`config.mk`:
```
export PLATFORM = sky130hd
export DESIGN_NAME = rrt_cell
export DESIGN_NICKNAME = d
export VERILOG_FILES = /design/src/sv/rrt_pkg.sv /design/src/sv/rrt_cell.sv
export SDC_FILE = /design/constraint.sdc
export NUM_CORES = 1
export LEC_CHECK = 0
export ABC_CLOCK_PERIOD_IN_PS = 18100
export BUFFER_PORTS_ARGS = -buffer_cell sky130_fd_sc_hd__buf_4
export CORE_AREA = 2 2 155 157
export CTS_CLUSTER_SIZE = 20
export DETAILED_ROUTE_END_ITERATION = 12
export DIE_AREA = 0 0 157 159
export HOLD_SLACK_MARGIN = 0.03
export MAX_ROUTING_LAYER = met4
export PLACE_DENSITY = 0.61
export SLEW_MARGIN = 20
export SYNTH_ARGS = -nofsm -noshare
export SYNTH_HDL_FRONTEND = slang
export SYNTH_SLANG_ARGS = --single-unit
```
`constraint.sdc`:
```
create_clock -name clk -period 18.1 [get_ports clk]
set_input_delay 2.715 -clock clk [delete_from_list [all_inputs] [get_ports clk]]
set_output_delay 2.715 -clock clk [all_outputs]
set_load 0.05 [all_outputs]
```
`src/sv/rrt_pkg.sv`:
```
// Shared types and constants for the received range tracker.
// No dependencies; every other file of the block imports this package.
`default_nettype none

package rrt_pkg;

	// Storage and field widths
	localparam int MAX_RANGES  = 16;
	localparam int OFFSET_BITS = 48;
	localparam int LENGTH_BITS = 32;
	localparam int CNT_BITS    = $clog2(MAX_RANGES + 1);
	localparam int COUNT_BITS  = 5;
	localparam int SUM_BITS    = ((OFFSET_BITS > LENGTH_BITS) ? OFFSET_BITS : LENGTH_BITS) + 1;

	// Operation codes
	localparam logic OP_ADD   = 1'b0;
	localparam logic OP_RAISE = 1'b1;

	// Result status codes
	typedef enum logic [1:0] {
		STATUS_OK       = 2'd0,
		STATUS_FULL     = 2'd1,
		STATUS_OVERFLOW = 2'd2
	} status_t;

	typedef logic [OFFSET_BITS-1:0] offset_t;
	typedef logic [CNT_BITS-1:0]    count_t;

	// What one cell hands to its right neighbor
	typedef struct packed {
		offset_t rbegin;
		offset_t rend;
		logic    below;
		logic    above;
		logic    hit_seen;
	} cell_link_t;

	// Command broadcast from the controller to every cell
	typedef struct packed {
		logic    remove;
		logic    insert;
		offset_t new_begin;
		offset_t new_end;
	} cell_cmd_t;

endpackage : rrt_pkg

`default_nettype wire

```
`src/sv/rrt_cell.sv`:
```
// One slot of the sorted range table: holds a range, classifies it against
// the working range and shifts with its neighbors. Depends on rrt_pkg.
`default_nettype none

module rrt_cell import rrt_pkg::*; (
	input  wire logic       clk,
	input  wire logic       cell_valid,
	input  wire cell_cmd_t  cmd,
	input  wire cell_link_t left,
	input  wire offset_t    right_begin,
	input  wire offset_t    right_end,
	output cell_link_t      link,
	output logic            first_hit
);

	offset_t rbegin_q;
	offset_t rend_q;
	logic    my_hit;
	logic    my_below;
	logic    my_above;
	logic    hit_incl;

	// Classify the stored range against the working range
	always_comb begin
		my_below  = cell_valid && (rend_q < cmd.new_begin);
		my_above  = cell_valid && (rbegin_q > cmd.new_end);
		my_hit    = cell_valid && (rbegin_q <= cmd.new_end) && (rend_q >= cmd.new_begin);
		hit_incl  = left.hit_seen | my_hit;
		first_hit = my_hit & ~left.hit_seen;
	end

	assign link.rbegin   = rbegin_q;
	assign link.rend     = rend_q;
	assign link.below    = my_below;
	assign link.above    = my_above;
	assign link.hit_seen = hit_incl;

	// Pull from the right on a removal; pull from the left or load the new range on an insert
	always_ff @(posedge clk) begin
		if (cmd.remove && hit_incl) begin
			rbegin_q <= right_begin;
			rend_q   <= right_end;
		end else if (cmd.insert) begin
			if (left.above) begin
				rbegin_q <= left.rbegin;
				rend_q   <= left.rend;
			end else if (left.below && !my_below) begin
				rbegin_q <= cmd.new_begin;
				rend_q   <= cmd.new_end;
			end
		end
	end

endmodule : rrt_cell

`default_nettype wire

```
==> impl_results.html <==
<table>
<tr><th>Metric</th><th>Value</th></tr>
<tr><th colspan="2">Clock tree</th></tr>
<tr><td>Count of hold-fix buffers inserted at cts</td><td>0</td></tr>
<tr><td>Clock Root Buffer</td><td>sky130_fd_sc_hd__clkbuf_16</td></tr>
<tr><td>Maximum level of the CTS H-tree</td><td>3</td></tr>
<tr><td>Post-CTS Resized</td><td>0</td></tr>
<tr><td>Clk_lat worst skew</td><td>between 0.3 and 0.4 ns</td></tr>
<tr><td>Number of buffers created by CTS</td><td>9</td></tr>
<tr><td>Post-CTS setup repair buffer count</td><td>0</td></tr>
<tr><td>CTS clock-pin slew for the worst setup and hold paths</td><td>roughly 0.07 ns</td></tr>
<tr><td>Num Clock Sinks</td><td>96</td></tr>
<tr><td>Bufs on Longest Clock Path</td><td>2</td></tr>
<tr><td>TritonCTS clock tree</td><td>built</td></tr>
<tr><th colspan="2">Setup path</th></tr>
<tr><td>Start of the worst register-to-register path</td><td>rend_q[31]</td></tr>
<tr><td>Origin of the worst setup path</td><td>cmd[78]</td></tr>
<tr><td>Critical Path, Cell by Cell</td><td>buf_4 -&gt; inv_1 -&gt; ha_1 -&gt; nand4_1 -&gt; nor4_1 -&gt; a22oi_1 -&gt; o211ai_1 -&gt; a21oi_1 -&gt; a221oi_2 -&gt; or2_2 -&gt; buf_4</td></tr>
<tr><td>Crit path capture type</td><td>primary output</td></tr>
<tr><td>Nature of the critical path startpoint</td><td>primary input</td></tr>
<tr><td>Stage delay of the slowest cell on the critical path</td><td>a little over 0.7 ns</td></tr>
<tr><td>CP max-delay cell</td><td>sky130_fd_sc_hd__nor4_1</td></tr>
<tr><td>Data arrival time of the critical path</td><td>approximately 5.4 ns</td></tr>
<tr><td>Kind of critical path</td><td>primary input to primary output</td></tr>
<tr><td>Worst path required time</td><td>about 15 ns</td></tr>
<tr><td>Worst-path fanout max</td><td>3</td></tr>
<tr><td>Cell mode on critical path</td><td>sky130_fd_sc_hd__buf_4</td></tr>
<tr><th colspan="2">Synthesis</th></tr>
<tr><td>Proportion of synthesized area in mux cells</td><td>0.160</td></tr>
<tr><td>Dominant synthesized flop cell</td><td>sky130_fd_sc_hd__edfxtp_1</td></tr>
<tr><td>Fraction of synthesized cell area taken by the top area cell type</td><td>0.381</td></tr>
<tr><td>Share of synthesized cell area in full adder, half adder and majority cells</td><td>0.159</td></tr>
<tr><td>Post-synthesis area per instance</td><td>between 9 and 10 um2</td></tr>
<tr><td>Largest family of logic cells by synthesized area</td><td>multiplexers</td></tr>
<tr><td>Leading cell types by total area after synthesis</td><td>sky130_fd_sc_hd__edfxtp_1 38%, sky130_fd_sc_hd__ha_1 16%, sky130_fd_sc_hd__mux2_2 10%</td></tr>
<tr><td>Area share of xor/xnor cells in the synthesized design</td><td>0</td></tr>
<tr><td>Post-synthesis share of cell area spent on and, or, nand and nor gates</td><td>0.0996</td></tr>
<tr><td>Gate Count Post-Synth</td><td>between 700 and 800</td></tr>
<tr><td>Async set-reset flop share out of synthesis</td><td>0</td></tr>
<tr><td>Warnings from Yosys</td><td>0</td></tr>
<tr><td>Count of flip-flops with a built-in enable after synthesis</td><td>96</td></tr>
<tr><td>Compound-Gate Fraction of Synth Area</td><td>0.128</td></tr>
<tr><td>Synth unique cells</td><td>33</td></tr>
<tr><td>Flip-flop and latch count after synthesis</td><td>96</td></tr>
<tr><td>Cell Area, Synth</td><td>roughly 7600 um2</td></tr>
<tr><td>Post-Synthesis Net Count</td><td>approximately 1.2k</td></tr>
<tr><td>Dominant cell type by area after synthesis</td><td>sky130_fd_sc_hd__edfxtp_1</td></tr>
<tr><td>Share of synthesized area occupied by flip-flops and latches</td><td>0.381</td></tr>
<tr><th colspan="2">Pwr</th></tr>
<tr><td>P per Cell Area</td><td>about 75 nW/um2</td></tr>
<tr><td>Static leakage power</td><td>about 5.4 nW</td></tr>
<tr><td>IR drop worst, VDD</td><td>33.8 uV</td></tr>
<tr><th colspan="2">STA</th></tr>
<tr><td>Final hold violation count</td><td>0</td></tr>
<tr><td>Final Critical Period</td><td>8.15 ns</td></tr>
<tr><td>Setup Viol. Count Final</td><td>0</td></tr>
<tr><td>RSZ-0062 raised after global routing</td><td>no</td></tr>
<tr><td>Ratio of final minimum period to clock period</td><td>0.450</td></tr>
<tr><td>Setup ws final</td><td>9.95 ns</td></tr>
<tr><td>Setup clock skew after layout</td><td>a little over 0.01 ns</td></tr>
<tr><td>Upper clock frequency limit</td><td>123 MHz</td></tr>
<tr><td>Number of pins exceeding their max-slew limit in the final report</td><td>0</td></tr>
<tr><td>Worst rel slew slack</td><td>0.347</td></tr>
<tr><td>Post-Route Setup TNS</td><td>0 ns</td></tr>
<tr><td>Measured slew at the worst slew-check pin</td><td>between 0.9 and 1 ns</td></tr>
<tr><th colspan="2">Drt</th></tr>
<tr><td>TritonRoute pass-1 iters</td><td>4</td></tr>
<tr><td>Final WL</td><td>~27000 um</td></tr>
<tr><td>Number of vias per cell after detailed routing</td><td>roughly 4.8</td></tr>
<tr><td>Remaining antenna violation count after routing</td><td>0</td></tr>
<tr><td>Post-detailed-route wirelength per cell</td><td>18.0 um</td></tr>
<tr><td>DRC viols</td><td>0</td></tr>
<tr><td>Via count of the routed design</td><td>about 7.1k</td></tr>
<tr><td>DRC violation total after the first TritonRoute iteration</td><td>311</td></tr>
<tr><th colspan="2">Global route</th></tr>
<tr><td>Grt total ovfl</td><td>0</td></tr>
<tr><td>Pin count of the biggest net entering global routing</td><td>77</td></tr>
<tr><td>Global-route wire length before repair</td><td>39400 um</td></tr>
<tr><td>Vias in the first global route</td><td>7136</td></tr>
<tr><td>Overall routing resource usage</td><td>0.214</td></tr>
<tr><td>Number of antenna violations at the first check in global routing</td><td>0</td></tr>
<tr><th colspan="2">Floorplan</th></tr>
<tr><td>Ports placed on the boundary</td><td>about 400</td></tr>
<tr><td>Height of the die</td><td>between 150 and 200 um</td></tr>
<tr><td>Initial core utilization</td><td>0.326</td></tr>
<tr><td>Core footprint</td><td>between 20000 and 25000 um2</td></tr>
<tr><td>Die Wd</td><td>approximately 160 um</td></tr>
<tr><td>Placement row count</td><td>between 50 and 60</td></tr>
<tr><td>Die outline area</td><td>approximately 25000 um2</td></tr>
<tr><th colspan="2">Cells and area</th></tr>
<tr><td>Area of all placed cells without fillers</td><td>roughly 11000 um2</td></tr>
<tr><td>Proportion of layout cells with a drive suffix above 1</td><td>0.445</td></tr>
<tr><td>Area occupied by multi-input gates</td><td>approximately 4200 um2</td></tr>
<tr><td>Final nets</td><td>~1.5k</td></tr>
<tr><td>Sequential cell area</td><td>between 2000 and 3000 um2</td></tr>
<tr><td>Antenna Cells</td><td>0</td></tr>
<tr><td>Count of fill cells added during filler insertion</td><td>between 2k and 2.5k</td></tr>
<tr><td>Layout overhead on the synthesized area</td><td>46.6%</td></tr>
<tr><th colspan="2">Place</th></tr>
<tr><td>Post-Place Worst Slack</td><td>a little under 10 ns</td></tr>
<tr><td>Placed wire-length estimate after detailed placement</td><td>about 22000 um</td></tr>
<tr><td>I/O Buffers</td><td>slightly below 400</td></tr>
<tr><td>Placer congestion estimate</td><td>a little under 0.9</td></tr>
<tr><td>Post-detailed-placement cell area</td><td>about 11000 um2</td></tr>
<tr><th colspan="2">Worst hold path</th></tr>
<tr><td>Hold/Removal Path Class</td><td>flop to flop</td></tr>
<tr><td>Launch point of the worst hold path</td><td>rend_q[47]</td></tr>
<tr><th colspan="2">Flow run</th></tr>
<tr><td>Max-cap violation count</td><td>0</td></tr>
<tr><th colspan="2">Outcome</th></tr>
<tr><td>Result of the run</td><td>completed</td></tr>
</table>
-- per-layer routing --
| metal | wire length (um) | GRT usage |
|---|---|---|
| met5 | 0 | - |
| met2 | 13200 | 0.369 |
| met1 | 11200 | 0.252 |
| met3 | 1820 | 0.0465 |
| met4 | 463 | 0.0513 |
-- worst max-delay path, delay by kind of cell --
kind / cells / cell delay (ns)
simple gates: 3 / 1.06
compound gates: 4 / 1.01
buf+inv: 3 / 0.33
fa+ha+maj: 1 / 0.32
-- final timing paths --
| path | end | slack (ns) | cells past startpoint |
|---|---|---|---|
| max | link[0] | 9.95 | 11 |
| max reg2reg | rend_q[22] | 13.64 | 11 |
| min reg2reg | rbegin_q[31] | 1.40 | 7 |
| min | rbegin_q[31] | 1.40 | 7 |
-- sequential cells by signal (all words and copies together), names as in the netlist --
register  flops
rbegin_q     48
rend_q       48
-- final cells by class --
class	count	share of cell area
Multi-Input combinational cell	547	0.375
Timing Repair Buffer	400	0.271
Sequential cell	96	0.260
Tap cell	319	0.0360
Inverter	101	0.0342
Clock buffer	11	0.0210
Clock inverter	5	0.00305
-- cell families after synthesis --
kind of cell | Yosys count
DFF | 96
muxes | 98
adders and majority gates | 96
AOI/OAI and AO/OA | 177
and+or+nand+nor | 176
buffers and inverters | 135
-- where the power goes --
part | switching, W | leakage [nW] | total (W) | internal [W]
Sequential | 0.0000181 | 0.953 | 0.000301 | 0.000282
Combinational | 0.000210 | 4.37 | 0.000352 | 0.000143
Clock | 0.0000897 | 0.115 | 0.000183 | 0.0000931
-- placed cells by master, fill, tap and decap left out, types with 3 or more instances in the layout --
master and n:
sky130_fd_sc_hd__a211oi_1 3, sky130_fd_sc_hd__ha_1 96, sky130_fd_sc_hd__a211o_1 3, sky130_fd_sc_hd__clkinvlp_4 4, sky130_fd_sc_hd__o211ai_1 5, sky130_fd_sc_hd__mux2_4 29, sky130_fd_sc_hd__o21ai_0 104, sky130_fd_sc_hd__mux2_2 69
sky130_fd_sc_hd__o21a_1 3, sky130_fd_sc_hd__nor4_1 4, sky130_fd_sc_hd__edfxtp_1 96, sky130_fd_sc_hd__a21oi_1 45, sky130_fd_sc_hd__clkbuf_16 9, sky130_fd_sc_hd__nor2_1 12, sky130_fd_sc_hd__buf_4 400, sky130_fd_sc_hd__a21o_1 3
sky130_fd_sc_hd__nand2_1 121, sky130_fd_sc_hd__inv_1 101, sky130_fd_sc_hd__nand4_1 18, sky130_fd_sc_hd__nand3_1 13
-- synthesized netlist by cell type (5+ instances only) --
| library cell | n |
|---|---|
| sky130_fd_sc_hd__a21oi_1 | 45 |
| sky130_fd_sc_hd__clkbuf_1 | 27 |
| sky130_fd_sc_hd__edfxtp_1 | 96 |
| sky130_fd_sc_hd__ha_1 | 96 |
| sky130_fd_sc_hd__inv_1 | 101 |
| sky130_fd_sc_hd__mux2_2 | 69 |
| sky130_fd_sc_hd__mux2_4 | 29 |
| sky130_fd_sc_hd__nand2_1 | 121 |
| sky130_fd_sc_hd__nand3_1 | 13 |
| sky130_fd_sc_hd__nand4_1 | 18 |
| sky130_fd_sc_hd__nor2_1 | 12 |
| sky130_fd_sc_hd__o211ai_1 | 5 |
| sky130_fd_sc_hd__o21ai_0 | 105 |
-- through the flow --
step	power, W	hold WS, ns	util	instances
global route	0.000882	1.50	0.478	1479
CTS	0.000846	1.41	0.478	1479
detailed placement	0.000661	1.39	0.466	1463
global placement	0.000657	1.39	0.466	1463
floorplan	0.000527	1.81	-	778
finish	0.000836	1.40	0.478	1479
Power figures use the tool's default switching activity.
